--- src/rtl/fprq_pkg.sv ---
// Shared types, action codes and default sizes for the FIFO page replacement queue.
`timescale 1ns / 1ps
`default_nettype none

package fprq_pkg;

	localparam int DEPTH_DEF     = 16;
	localparam int PAGE_BITS_DEF = 16;

	localparam logic [2:0] ACT_INSERT = 3'd0;
	localparam logic [2:0] ACT_POP    = 3'd1;
	localparam logic [2:0] ACT_REMOVE = 3'd2;
	localparam logic [2:0] ACT_CHECK  = 3'd3;
	localparam logic [2:0] ACT_CLEAR  = 3'd4;

	typedef struct packed {
		logic [2:0]  action;
		logic [15:0] page_id;
	} req_t;

	typedef struct packed {
		logic [15:0] oldest_page;
		logic        oldest_valid;
		logic        found;
		logic        accepted;
		logic [4:0]  entry_count;
	} rsp_t;

endpackage

`default_nettype wire

--- src/rtl/fifo_page_replacement_queue_core.sv ---
// Top level of the FIFO page replacement queue: control sequencer around the slot memory.
`timescale 1ns / 1ps
`default_nettype none

// The queue holds up to DEPTH resident page numbers in a circular buffer in one
// synchronous memory, oldest at the head. Each request word carries one action
// (insert, remove oldest, remove every copy of a page, check a page, clear) and
// yields exactly one response word with the oldest page after the action, its
// valid flag, a found flag, an accepted flag and the entry count. Requests are
// taken one at a time; req_stall stays high while one is in progress. With the
// response register free, insert, remove oldest, clear and unused codes pass
// from acceptance through the head read and result states to the response
// register; remove page and check first walk every held entry through the
// single read port of the slot memory, one entry a cycle, compacting survivors
// in place for remove page, before taking the same path. The response register frees
// the request side: a new request is taken while the previous response still
// waits. A full queue refuses an insert and an empty one refuses a remove
// oldest (accepted low); with the queue empty oldest_page reads zero.
// Page numbers are taken from the low PAGE_BITS bits of page_id.
module fifo_page_replacement_queue_core
	import fprq_pkg::*;
#(
	parameter int DEPTH     = DEPTH_DEF,
	parameter int PAGE_BITS = PAGE_BITS_DEF
) (
	input  wire logic clk,
	input  wire logic arst_n,
	input  wire logic req_valid,
	output logic      req_stall,
	input  wire req_t req,
	output logic      rsp_valid,
	input  wire logic rsp_stall,
	output rsp_t      rsp
);

	localparam int PTR_W = $clog2(DEPTH);
	localparam int CNT_W = $clog2(DEPTH + 1);

	typedef enum logic [3:0] {
		ST_IDLE = 4'b0001,
		ST_WALK = 4'b0010,
		ST_HEAD = 4'b0100,
		ST_HRES = 4'b1000
	} state_t;

	state_t state_q;

	logic [PTR_W-1:0]     head_q, tail_q, rd_ptr_q, wr_ptr_q;
	logic [CNT_W-1:0]     cnt_q, iss_q, kept_q;
	logic [2:0]           act_q;
	logic [PAGE_BITS-1:0] page_q;
	logic                 found_q, acc_q;
	logic                 rv_s1;
	logic                 out_vq;
	rsp_t                 out_q;

	logic                 req_acc, issue, match, out_free;
	logic [PAGE_BITS-1:0] req_page;
	logic [PAGE_BITS+15:0] req_ext, head_ext;
	logic [CNT_W+4:0]     cnt_ext;

	logic                 wen, ren;
	logic [PTR_W-1:0]     waddr, raddr;
	logic [PAGE_BITS-1:0] wdata, rdata;

	function automatic logic [PTR_W-1:0] inc_ptr(input logic [PTR_W-1:0] p);
		return (p == PTR_W'(DEPTH - 1)) ? '0 : p + 1'b1;
	endfunction

	// Mask the page number to PAGE_BITS, zero-extending when that is wider.
	assign req_ext  = {PAGE_BITS'(0), req.page_id};
	assign req_page = req_ext[PAGE_BITS-1:0];
	assign head_ext = {16'd0, rdata};
	assign cnt_ext  = {5'd0, cnt_q};

	assign req_stall = (state_q != ST_IDLE);
	assign req_acc   = req_valid && !req_stall;
	assign issue     = (state_q == ST_WALK) && (iss_q < cnt_q);
	assign match     = (rdata == page_q);
	assign out_free  = !out_vq || !rsp_stall;

	assign rsp_valid = out_vq;
	assign rsp       = out_q;

	fprq_slot_ram #(
		.DEPTH     (DEPTH),
		.PAGE_BITS (PAGE_BITS)
	) u_slots (
		.clk     (clk),
		.wr_en   (wen),
		.wr_addr (waddr),
		.wr_data (wdata),
		.rd_en   (ren),
		.rd_addr (raddr),
		.rd_data (rdata)
	);

	// Memory port steering. A compacting write always lands on a slot already
	// read, so the walk needs no forwarding.
	always_comb begin
		wen   = 1'b0;
		waddr = tail_q;
		wdata = req_page;
		ren   = 1'b0;
		raddr = head_q;
		case (state_q)
			ST_IDLE: begin
				if (req_acc && req.action == ACT_INSERT && cnt_q < CNT_W'(DEPTH)) begin
					wen = 1'b1;
				end
			end
			ST_WALK: begin
				ren   = issue;
				raddr = rd_ptr_q;
				if (rv_s1 && !match && act_q == ACT_REMOVE) begin
					wen   = 1'b1;
					waddr = wr_ptr_q;
					wdata = rdata;
				end
			end
			ST_HEAD: begin
				ren = 1'b1;
			end
			default: begin
			end
		endcase
	end

	// Sequencer and queue bookkeeping.
	always_ff @(posedge clk or negedge arst_n) begin
		if (!arst_n) begin
			state_q <= ST_IDLE;
			head_q  <= '0;
			tail_q  <= '0;
			cnt_q   <= '0;
			iss_q   <= '0;
			kept_q  <= '0;
			rd_ptr_q <= '0;
			wr_ptr_q <= '0;
			act_q   <= '0;
			page_q  <= '0;
			found_q <= 1'b0;
			acc_q   <= 1'b0;
			rv_s1   <= 1'b0;
			out_vq  <= 1'b0;
			out_q   <= '0;
		end else begin
			// drop the response word once taken, unless a new one replaces it
			if (out_vq && !rsp_stall && state_q != ST_HRES) begin
				out_vq <= 1'b0;
			end
			case (state_q)
				ST_IDLE: begin
					if (req_acc) begin
						act_q    <= req.action;
						page_q   <= req_page;
						found_q  <= 1'b0;
						rd_ptr_q <= head_q;
						wr_ptr_q <= head_q;
						iss_q    <= '0;
						kept_q   <= '0;
						rv_s1    <= 1'b0;
						case (req.action)
							ACT_INSERT: begin
								if (cnt_q < CNT_W'(DEPTH)) begin
									tail_q <= inc_ptr(tail_q);
									cnt_q  <= cnt_q + 1'b1;
									acc_q  <= 1'b1;
								end else begin
									acc_q <= 1'b0;
								end
								state_q <= ST_HEAD;
							end
							ACT_POP: begin
								if (cnt_q != '0) begin
									head_q <= inc_ptr(head_q);
									cnt_q  <= cnt_q - 1'b1;
									acc_q  <= 1'b1;
								end else begin
									acc_q <= 1'b0;
								end
								state_q <= ST_HEAD;
							end
							ACT_REMOVE, ACT_CHECK: begin
								acc_q   <= 1'b1;
								state_q <= ST_WALK;
							end
							ACT_CLEAR: begin
								cnt_q   <= '0;
								head_q  <= '0;
								tail_q  <= '0;
								acc_q   <= 1'b1;
								state_q <= ST_HEAD;
							end
							default: begin
								acc_q   <= 1'b0;
								state_q <= ST_HEAD;
							end
						endcase
					end
				end
				ST_WALK: begin
					// advance the read side one entry a cycle
					rv_s1 <= issue;
					if (issue) begin
						rd_ptr_q <= inc_ptr(rd_ptr_q);
						iss_q    <= iss_q + 1'b1;
					end
					// compare the entry read last cycle; keep survivors in order
					if (rv_s1) begin
						if (match) begin
							found_q <= 1'b1;
						end else begin
							wr_ptr_q <= inc_ptr(wr_ptr_q);
							kept_q   <= kept_q + 1'b1;
						end
					end
					if (!issue && !rv_s1) begin
						if (act_q == ACT_REMOVE) begin
							cnt_q  <= kept_q;
							tail_q <= wr_ptr_q;
						end
						state_q <= ST_HEAD;
					end
				end
				ST_HEAD: begin
					state_q <= ST_HRES;
				end
				ST_HRES: begin
					// hold here until the response register is free
					if (out_free) begin
						out_q.oldest_page  <= (cnt_q != '0) ? head_ext[15:0] : 16'd0;
						out_q.oldest_valid <= (cnt_q != '0);
						out_q.found        <= found_q;
						out_q.accepted     <= acc_q;
						out_q.entry_count  <= cnt_ext[4:0];
						out_vq             <= 1'b1;
						state_q            <= ST_IDLE;
					end
				end
				default: begin
					state_q <= ST_IDLE;
				end
			endcase
		end
	end

	a_cnt_bound: assert property (@(posedge clk) disable iff (!arst_n)
		cnt_q <= CNT_W'(DEPTH))
		else $error("held count exceeds queue depth");

	a_kept_le_issued: assert property (@(posedge clk) disable iff (!arst_n)
		state_q == ST_WALK |-> kept_q <= iss_q)
		else $error("walk kept more entries than it read");

	a_clear_empties: assert property (@(posedge clk) disable iff (!arst_n)
		req_acc && req.action == ACT_CLEAR |=> cnt_q == '0)
		else $error("clear did not empty the queue");

	a_rsp_from_hres: assert property (@(posedge clk) disable iff (!arst_n)
		$rose(rsp_valid) |-> $past(state_q == ST_HRES))
		else $error("response word loaded outside the result state");

	a_busy_after_accept: assert property (@(posedge clk) disable iff (!arst_n)
		req_acc |=> req_stall)
		else $error("request side free right after accepting a word");

endmodule

`default_nettype wire

--- src/rtl/fprq_slot_ram.sv ---
// Page slot memory: one write port, one read port, registered read data.
`timescale 1ns / 1ps
`default_nettype none

module fprq_slot_ram
	import fprq_pkg::*;
#(
	parameter int DEPTH     = DEPTH_DEF,
	parameter int PAGE_BITS = PAGE_BITS_DEF,
	localparam int PTR_W    = $clog2(DEPTH)
) (
	input  wire logic                 clk,
	input  wire logic                 wr_en,
	input  wire logic [PTR_W-1:0]     wr_addr,
	input  wire logic [PAGE_BITS-1:0] wr_data,
	input  wire logic                 rd_en,
	input  wire logic [PTR_W-1:0]     rd_addr,
	output logic      [PAGE_BITS-1:0] rd_data
);

	logic [PAGE_BITS-1:0] slots [DEPTH];

	always_ff @(posedge clk) begin
		if (wr_en) begin
			slots[wr_addr] <= wr_data;
		end
	end

	// hold read data until the next read
	always_ff @(posedge clk) begin
		if (rd_en) begin
			rd_data <= slots[rd_addr];
		end
	end

endmodule

`default_nettype wire
--- config.mk ---
export PLATFORM = sky130hd
export DESIGN_NAME = fifo_page_replacement_queue_core
export DESIGN_NICKNAME = d
export VERILOG_FILES = /design/src/rtl/fprq_pkg.sv /design/src/rtl/fifo_page_replacement_queue_core.sv /design/src/rtl/fprq_slot_ram.sv
export SDC_FILE = /design/constraint.sdc
export NUM_CORES = 1
export LEC_CHECK = 0
export ABC_AREA = 1
export ABC_CLOCK_PERIOD_IN_PS = 5700
export BUFFER_PORTS_ARGS = -buffer_cell sky130_fd_sc_hd__clkbuf_2
export CAP_MARGIN = 10
export CORE_MARGIN = 2
export CORE_UTILIZATION = 35
export CTS_CLUSTER_SIZE = 40
export DETAILED_ROUTE_END_ITERATION = 16
export GPL_TIMING_DRIVEN = 0
export SETUP_SLACK_MARGIN = 0.05
export SLEW_MARGIN = 20
export SYNTH_ARGS = -nofsm -noshare
export SYNTH_HDL_FRONTEND = slang
export SYNTH_SLANG_ARGS = --single-unit
--- constraint.sdc ---
create_clock -name clk -period 5.7 [get_ports clk]
set_clock_uncertainty 0.1 [all_clocks]
set_input_delay 1.14 -clock clk [delete_from_list [all_inputs] [get_ports clk]]
set_output_delay 1.14 -clock clk [all_outputs]
set_load 0.1 [all_outputs]
==> out/results.md, run 1 <==
| Item | Reported |
|:---|:---|
| Status | complete, no violations |
| Average cell area after synthesis | 9.916 um^2 |
| Worst-skew pair later-pin latency | 0.55 ns |
| Cell-by-cell listing of the critical path | inv_1, nand2_1, nand2_1, nor2_1, nand2_1, nor2_1, nand2_1, nand2_2, buf_4, nand2_1, nand2_1, nand3_1, nor2_2 |
| Clock tree from TritonCTS | done |
| Share of the clock period used by the worst path | 0.5819 |
| Number of failing hold endpoints at the final stage | 0 |
| Post-synth top flop | sky130_fd_sc_hd__edfxtp_1 |
| Slew of the pin with the lowest slew margin | 0.9617 ns |
| Slowest library cell on the worst path | sky130_fd_sc_hd__nor2_2 |
| CTS H-tree lvls | 2 |
| Drt wl/cell | 18.74 um |
| Reported leakage power | 7.915 nW |
| Maximum number of pins on one net before global-route repair | 83 |
| Layout overhead on the synthesized area | 17.16% |
| Initial detailed-routing violation count | 1139 |
| # port buffers | 48 |
| Die width | 215.9 um |
| Synthesized netlist net count | 1622 |
| Delay of the slowest critical-path stage | 0.84 ns |
| Setup TNS Final | 0 ns |
| Simple-Gate Fraction of Synth Area | 0.2069 |
| Number of cells on the worst hold path | 2 |
| Number of pins with negative max-slew slack in the final report | 0 |
| Largest voltage drop on the vdd net | 0.4367 mV |
| Net switching power | 4.321 mW |
| Clock sink count | 354 |
| Top cell family by delay on the critical path | simple AND/OR/NAND/NOR gates |
| Fraction of layout cells with a size suffix above 1 | 0.1328 |
| Post-synth design cell area | 15720 um^2 |
| Required @ worst endpoint | 5.76 ns |
| Fmax achieved | 301.5 MHz |
| Xor and xnor area share after synthesis | 0.005573 |
| Hold buffer count at cts | 0 |
| Number of antenna violations at the first check in global routing | 0 |
| Adder-cell share of the synthesized area | 0.01162 |
| Placed wire-length estimate after detailed placement | 31300 um |
| R2R depth | 13 |
| Total number of placement rows | 77 |
| Remaining Overflow, GRT | 0 |
| Sw Ratio | 0.4343 |
| Buffer levels on the longest clock path | 3 |
| Rel. slew slack | 0.3582 |
| I/O pins | 49 |
| # nets final | 1739 |
| Vias in the first global route | 11192 |
| Clock transition at the registers of the reported paths | 0.06 ns |
| Cell area after placement | 17140 um^2 |
| Number of synthesized flops with an enable pin | 272 |
| Detailed Routing Iterations Pass 1 | 5 |
| Startpoint of the tightest hold check path | rsp[7] |
| Wire length of the first global-routing pass | 66380 um |
| Critical path peak fanout | 16 |
| Flip-flop and latch count after synthesis | 354 |
| Mux share of post-synthesis cell area | 0.0007165 |
| Yosys warnings | 0 |
| Start of the worst register-to-register path | u_slots.rd_data[10] |
| Overall fraction of global-route tracks in use | 0.1878 |
| TritonCTS Buffers | 39 |
| Design internal power | 5.627 mW |
| Effective utilization at floorplan | 0.3546 |
| Post-DR vias/cell | 4.950 |
| Number of nets with antenna violations after routing | 0 |
| Mapped Cells | 1585 |
| Final period demand of the worst path | 3.317 ns |
| Setup violations, final | 0 |
| Reg2reg setup slack | 2.38 ns |
| Vias after detailed routing | 11503 |
| DRC errors left | 0 |
| Count of cells resized by post-cts repair | 0 |
| Die area | 46620 um^2 |
| Final weighted congestion of routability-driven global placement | 0.9499 |
| Unrepaired setup endpoints after global routing | false |
| Post-synthesis async set-or-reset flop share | 0.2316 |
| Worst flop-to-flop path endpoint | u_slots.slots[6][15] |
| Critical Path Sink Type | flop |
| Die H | 215.9 um |
| Relative contribution of the clock network to total power | 0.253 |
| Fraction of the yosys area taken by sequential cells | 0.6503 |
| Main combinational cell family by area after synthesis | simple AND/OR/NAND/NOR gates |
| Combinational share of power | 0.411 |
| Power per unit of standard cell area | 540.3 nW/um^2 |
| Core region area | 44320 um^2 |
| Number of setup buffers added after CTS | 0 |
| CP dominant cell by count | sky130_fd_sc_hd__nand2_1 |
| Arrival @ worst endpoint | 3.37 ns |
| Total non-filler cell area in the finished layout | 18410 um^2 |
| Crit path buffers/inverters | 2 |
| Diode count | 0 |
| Hold worst-path end | rsp[7] |
| Number of distinct library cells after synthesis | 38 |
| Drt total wl | 43550 um |
| Max-capacitance violation count | 0 |
| Compound-cell area share of the yosys netlist | 0.06050 |
| Sequential cell fraction of total power | 0.335 |
| Classification of the worst-slack hold path | reg -> reg |
| Kind of start point of the critical path | flop |
| CTS Root Buffer Type | sky130_fd_sc_hd__clkbuf_16 |
| Crit path kind | reg -> reg |
[synth_stat cells, drive strengths merged, types with 5 or more instances]
cell type  number  area share
o211ai         33       0.016
ha             13       0.010
clkbuf         17      0.0041
nand2         569        0.14
a21oi          16      0.0058
buf            49       0.017
nand3         165       0.053
nor3            5      0.0016
inv           180       0.043
edfxtp        272        0.52
o21ai         100       0.033
dfrtp          81        0.13
xor2            8      0.0045
nor2           54       0.013
[placed cells by master (no fill, tap or decap), drive strengths merged, types with 2 or more instances in the layout]
master,count
xor2,8
o22ai,2
o211ai,33
a22oi,3
bufinv,4
clkinvlp,2
o31ai,3
clkbuf,113
a21oi,16
nand3b,2
o21ai,100
ha,13
nor3,5
buf,77
dfrtp,81
nand2,569
nor2,54
inv,182
xnor2,2
clkinv,16
a31oi,2
edfxtp,272
nand3,165
[per-stage QoR]
step           hold WS [ns]    util  worst slack, ns  power [mW]  cells
2_1_floorplan        0.3433       -            2.296       6.106   1585
3_3_place_gp         0.3585  0.3768            1.203       7.331   2225
3_5_place_dp         0.3734  0.3868            2.090       7.413   2253
4_1_cts              0.3877  0.4155            2.435       9.942   2324
5_1_grt              0.4061  0.4155            2.172       10.47   2324
6_report             0.3853  0.4155            2.383       9.948   2324
[worst register-to-register path, stage by stage, from the launching register on]
cell                       delay, ns
sky130_fd_sc_hd__edfxtp_1       0.37
sky130_fd_sc_hd__inv_1          0.09
sky130_fd_sc_hd__nand2_1        0.06
sky130_fd_sc_hd__nand2_1        0.05
sky130_fd_sc_hd__nor2_1         0.14
sky130_fd_sc_hd__nand2_1        0.09
sky130_fd_sc_hd__nor2_1         0.13
sky130_fd_sc_hd__nand2_1        0.20
sky130_fd_sc_hd__nand2_2        0.21
sky130_fd_sc_hd__buf_4          0.21
sky130_fd_sc_hd__nand2_1        0.06
sky130_fd_sc_hd__nand2_1        0.08
sky130_fd_sc_hd__nand3_1        0.30
sky130_fd_sc_hd__nor2_2         0.85
[cells by family (layout without fill, tap and decap cells)]
group	Yosys count	count (layout)
simple gates	797	797
flops	354	354
buf+inv	247	394
compound gates	162	162
fa+ha+maj	14	14
xor+xnor	10	10
mux	1	1
[cell type report]
class / count / area (um^2)
multi-input combinational: 984 / 4581
inverter: 181 / 679.4
clock inverter: 23 / 232.7
sequential: 354 / 10220
fill: 4239 / 25900
buffer: 66 / 331.6
clock buffer: 48 / 1040
timing repair buffer: 76 / 586.8
tap: 592 / 740.7
[power groups by stage]
stage | Combinational [mW] | Sequential [mW] | Clock (mW)
floorplan | 2.18 | 3.93 | 0
global placement | 3.95 | 3.38 | 0
detailed placement | 4.03 | 3.38 | 0
CTS | 4.05 | 3.33 | 2.55
global route | 4.45 | 3.37 | 2.64
finish | 4.09 | 3.34 | 2.52
[sequential cells by signal, indices dropped and copies added, names as in the netlist, 3 cells and up]
register	flops
page_q	16
rd_ptr_q	4
u_slots.slots	256
wr_ptr_q	4
head_q	4
state_q	4
rsp	24
tail_q	4
cnt_q	5
u_slots.rd_data	16
iss_q	5
act_q	3
kept_q	5
[metal layers]
| layer | GRT usage | vias up | part of all wire |
|---|---|---|---|
| li1 | - | 5484 | - |
| met1 | 0.2566 | 5421 | 0.43 |
| met2 | 0.3005 | 507 | 0.45 |
| met3 | 0.02438 | 91 | 0.072 |
| met4 | 0.08219 | 0 | 0.043 |
| met5 | 0 | - | 0 |
[worst max path at each step]
stage                                  endpoint  slack (ns)                 from  depth (start not counted)
final                      u_slots.slots[6][15]        2.38  u_slots.rd_data[10]                         13
after CTS                  u_slots.slots[6][15]        2.43   u_slots.rd_data[8]                         13
after detailed placement   u_slots.slots[6][11]        2.09              req[16]                          8
after global placement    u_slots.slots[11][10]        1.20           state_q[3]                          6
after global routing       u_slots.slots[6][15]        2.17   u_slots.rd_data[9]                         13
after floorplan             u_slots.slots[0][0]        2.30           state_q[0]                          9
(Power assumes the default switching activity.)
==> run 2: changes to the inputs <==
--- a/config.mk
+++ b/config.mk
@@ -6,7 +6,7 @@
 export NUM_CORES = 1
 export LEC_CHECK = 0
 export ABC_AREA = 1
-export ABC_CLOCK_PERIOD_IN_PS = 5700
+export ABC_CLOCK_PERIOD_IN_PS = 3400
 export BUFFER_PORTS_ARGS = -buffer_cell sky130_fd_sc_hd__clkbuf_2
 export CAP_MARGIN = 10
 export CORE_MARGIN = 2
==> constraint.sdc (replaced) <==
create_clock -name clk -period 3.4 [get_ports clk]
set_clock_uncertainty 0.1 [all_clocks]
set_input_delay 0.68 -clock clk [delete_from_list [all_inputs] [get_ports clk]]
set_output_delay 0.68 -clock clk [all_outputs]
set_load 0.1 [all_outputs]
==> run 2 against run 1 <==
Compared with the run above:
- critical path depth rose by 1
- first-iteration DRC count rose by 9.3%
- final cell count did not move
- routed wire length barely moved
- via count fell by 0.55%
- global-route usage did not move
- combinational power rose by 68%
- worst setup slack got worse by 2.1 ns
- flip-flop and latch count did not move
- sequential share of layout area barely moved
==> out/results.md, run 2 (synthesis gave the netlist of run 1 again) <==
| Item | Reported | Delta |
|:---|:---|:---|
| Critical path peak fanout | 10 | -6 |
| TritonCTS Buffers | 39 | unchanged |
| Fraction of layout cells with a size suffix above 1 | 0.1328 | unchanged |
| Kind of start point of the critical path | flop |  |
| Initial detailed-routing violation count | 1245 | +9.3% |
| Cell area after placement | 17140 um^2 | unchanged |
| Number of nets with antenna violations after routing | 0 | unchanged |
| Max-capacitance violation count | 0 | unchanged |
| Critical Path Sink Type | flop |  |
| Drt wl/cell | 18.75 um | about the same |
| Status | complete, no violations |  |
| Clock transition at the registers of the reported paths | 0.06 ns | about the same |
| Setup ws final | 0.2339 ns | -2.149 ns |
| Buffer levels on the longest clock path | 3 | unchanged |
| Drt total wl | 43560 um | about the same |
| Reported leakage power | 7.915 nW | about the same |
| Vias after detailed routing | 11440 | -0.55% |
| Fmax achieved | 315.8 MHz | +4.8% |
| Die area | 46620 um^2 | unchanged |
| Final weighted congestion of routability-driven global placement | 0.9499 | unchanged |
| Diode count | 0 | unchanged |
| Number of setup buffers added after CTS | 0 | unchanged |
| Die width | 215.9 um | unchanged |
| DRC errors left | 0 | unchanged |
| Final Hold Slack | 0.06251 ns | -0.3228 ns |
| Reg2reg setup slack | 0.23 ns | -2.15 ns |
| Rel. slew slack | 0.4599 | +0.1017 |
| Layout fillers | 4242 | +0.071% |
| Number of pins with negative max-slew slack in the final report | 0 | unchanged |
| Remaining Overflow, GRT | 0 | unchanged |
| Largest voltage drop on the vdd net | 0.7323 mV | +68% |
| Biggest register | u_slots.slots |  |
| Most common cell after layout, fill and taps aside | sky130_fd_sc_hd__nand2_1 |  |
| Effective utilization at floorplan | 0.3546 | unchanged |
| Net switching power | 7.276 mW | +68% |
| Combinational share of power | 0.412 | about the same |
| Setup violations, final | 0 | unchanged |
| Core region area | 44320 um^2 | unchanged |
| Relative contribution of the clock network to total power | 0.253 | about the same |
| Overall fraction of global-route tracks in use | 0.1878 | unchanged |
| Classification of the worst-slack hold path | in -> async |  |
| Clock sink count | 354 | unchanged |
| CTS Root Buffer Type | sky130_fd_sc_hd__clkbuf_16 |  |
| Number of flip-flops in the largest register | 256 | unchanged |
| Share of the clock period used by the worst path | 0.9312 | +0.3493 |
| Design internal power | 9.434 mW | +68% |
| Worst-skew pair later-pin latency | 0.55 ns | about the same |
| CTS H-tree lvls | 2 | unchanged |
| Crit path kind | reg -> reg |  |
| Number of failing hold endpoints at the final stage | 0 | unchanged |
| Power per unit of standard cell area | 906.7 nW/um^2 | +68% |
| Arrival @ worst endpoint | 3.32 ns | -0.05 ns |
| Most frequent cells in the layout | sky130_fd_sc_hd__nand2_1, sky130_fd_sc_hd__edfxtp_1, sky130_fd_sc_hd__inv_1, sky130_fd_sc_hd__nand3_1, sky130_fd_sc_hd__dfrtp_1 |  |
| Number of antenna violations at the first check in global routing | 0 | unchanged |
| Post-DR vias/cell | 4.923 | -0.55% |
| Maximum number of pins on one net before global-route repair | 83 | unchanged |
| Unrepaired setup endpoints after global routing | true |  |
| Layout overhead on the synthesized area | 17.25% | about the same |
| Wire length of the first global-routing pass | 66380 um | unchanged |
| I/O pins | 49 | unchanged |
| Post-placement worst setup slack | 0.1472 ns | -1.943 ns |
| Design Power | 16.71 mW | +68% |
| Vias in the first global route | 11192 | unchanged |
| Sw Ratio | 0.4354 | +0.001082 |
| Placed wire-length estimate after detailed placement | 31300 um | unchanged |
| Total number of placement rows | 77 | unchanged |
| Required @ worst endpoint | 3.55 ns | -2.21 ns |
| Hold buffer count at cts | 0 | unchanged |
| Total non-filler cell area in the finished layout | 18430 um^2 | about the same |
| Slew of the pin with the lowest slew margin | 0.8101 ns | -0.1515 ns |
| Sequential cell fraction of total power | 0.335 | about the same |
| # port buffers | 48 | unchanged |
| Final period demand of the worst path | 3.166 ns | -0.1508 ns |
| Clock tree from TritonCTS | done |  |
| # nets final | 1739 | unchanged |
| Detailed Routing Iterations Pass 1 | 5 | unchanged |
| Die H | 215.9 um | unchanged |
run 2: cell count changes in the layout (fill, tap and decap cells not counted):
| cell | previous run | this run |
|---|---|---|
| sky130_fd_sc_hd__nor2_2 | 16 | 13 |
| sky130_fd_sc_hd__nor2_4 | 1 | 4 |
run 2: layer usage:
| metal | up-vias | track usage | wire, um |
|---|---|---|---|
| li1 | 5484 | - | - |
| met2 | 481 | 0.3005 | 19690 |
| met1 | 5381 | 0.2566 | 18840 |
| met4 | 0 | 0.08219 | 1875 |
| met3 | 94 | 0.02438 | 3164 |
| met5 | - | 0 | 0 |
run 2: cell type report:
cell class                      instances  area, um^2  area share
Tap cell                              592       740.7     0.04020
Timing Repair Buffer                   76       586.8     0.03184
Sequential cell                       354       10220      0.5547
Inverter                              181       679.4     0.03687
Multi-Input combinational cell        984        4596      0.2494
Buffer                                 66       331.6     0.01799
Clock buffer                           48        1040     0.05642
Clock inverter                         23       232.7     0.01263
run 2: final timing paths:
| kind | endpoint | from | cells past startpoint |
|---|---|---|---|
| worst max register to register | u_slots.slots[5][10] | u_slots.rd_data[10] | 14 |
| min in group clk | page_q[9] | req[9] | 3 |
| max in group asynchronous | cnt_q[3] | arst_n | 1 |
| worst min-delay path | iss_q[3] | arst_n | 1 |
| worst max-delay path | u_slots.slots[5][10] | u_slots.rd_data[10] | 14 |
| worst min register to register | rsp[7] | rsp[7] | 2 |
run 2: critical path, stage by stage (launching register included):
cell and delay, ns:
sky130_fd_sc_hd__edfxtp_1 0.36, sky130_fd_sc_hd__inv_1 0.09, sky130_fd_sc_hd__nand2_1 0.06, sky130_fd_sc_hd__nand2_1 0.05
sky130_fd_sc_hd__nor2_1 0.14, sky130_fd_sc_hd__nand2_1 0.09, sky130_fd_sc_hd__nor2_1 0.14, sky130_fd_sc_hd__nand2_1 0.20
sky130_fd_sc_hd__nand2_2 0.20, sky130_fd_sc_hd__buf_4 0.21, sky130_fd_sc_hd__nand2_1 0.06, sky130_fd_sc_hd__nand2_1 0.08
sky130_fd_sc_hd__nand3_1 0.34, sky130_fd_sc_hd__nor2_2 0.51, sky130_fd_sc_hd__buf_6 0.23
run 2: stage by stage:
step	cells	TNS, ns	utilization
6_report	2324	0	0.4158
5_1_grt	2324	0	0.4158
4_1_cts	2324	0	0.4155
3_5_place_dp	2253	0	0.3868
3_3_place_gp	2225	-213.10	0.3768
2_1_floorplan	1585	-1.137	-
run 2: what timing repair did:
| item | in CTS | in global routing |
|---|---|---|
| endpoints found under the setup margin | 0 | 66 |
| endpoints found under the hold margin | 0 | 0 |
| resized for setup | 0 | 3 |
run 2: power by group through the flow:
stage               Clock (mW)  Combinational (mW)  Sequential (mW)
finish                    4.23                6.89             5.59
global route              4.43                7.48             5.66
CTS                       4.28                6.80             5.59
detailed placement           0                6.76             5.67
global placement             0                6.63             5.66
floorplan                    0                3.65             6.59
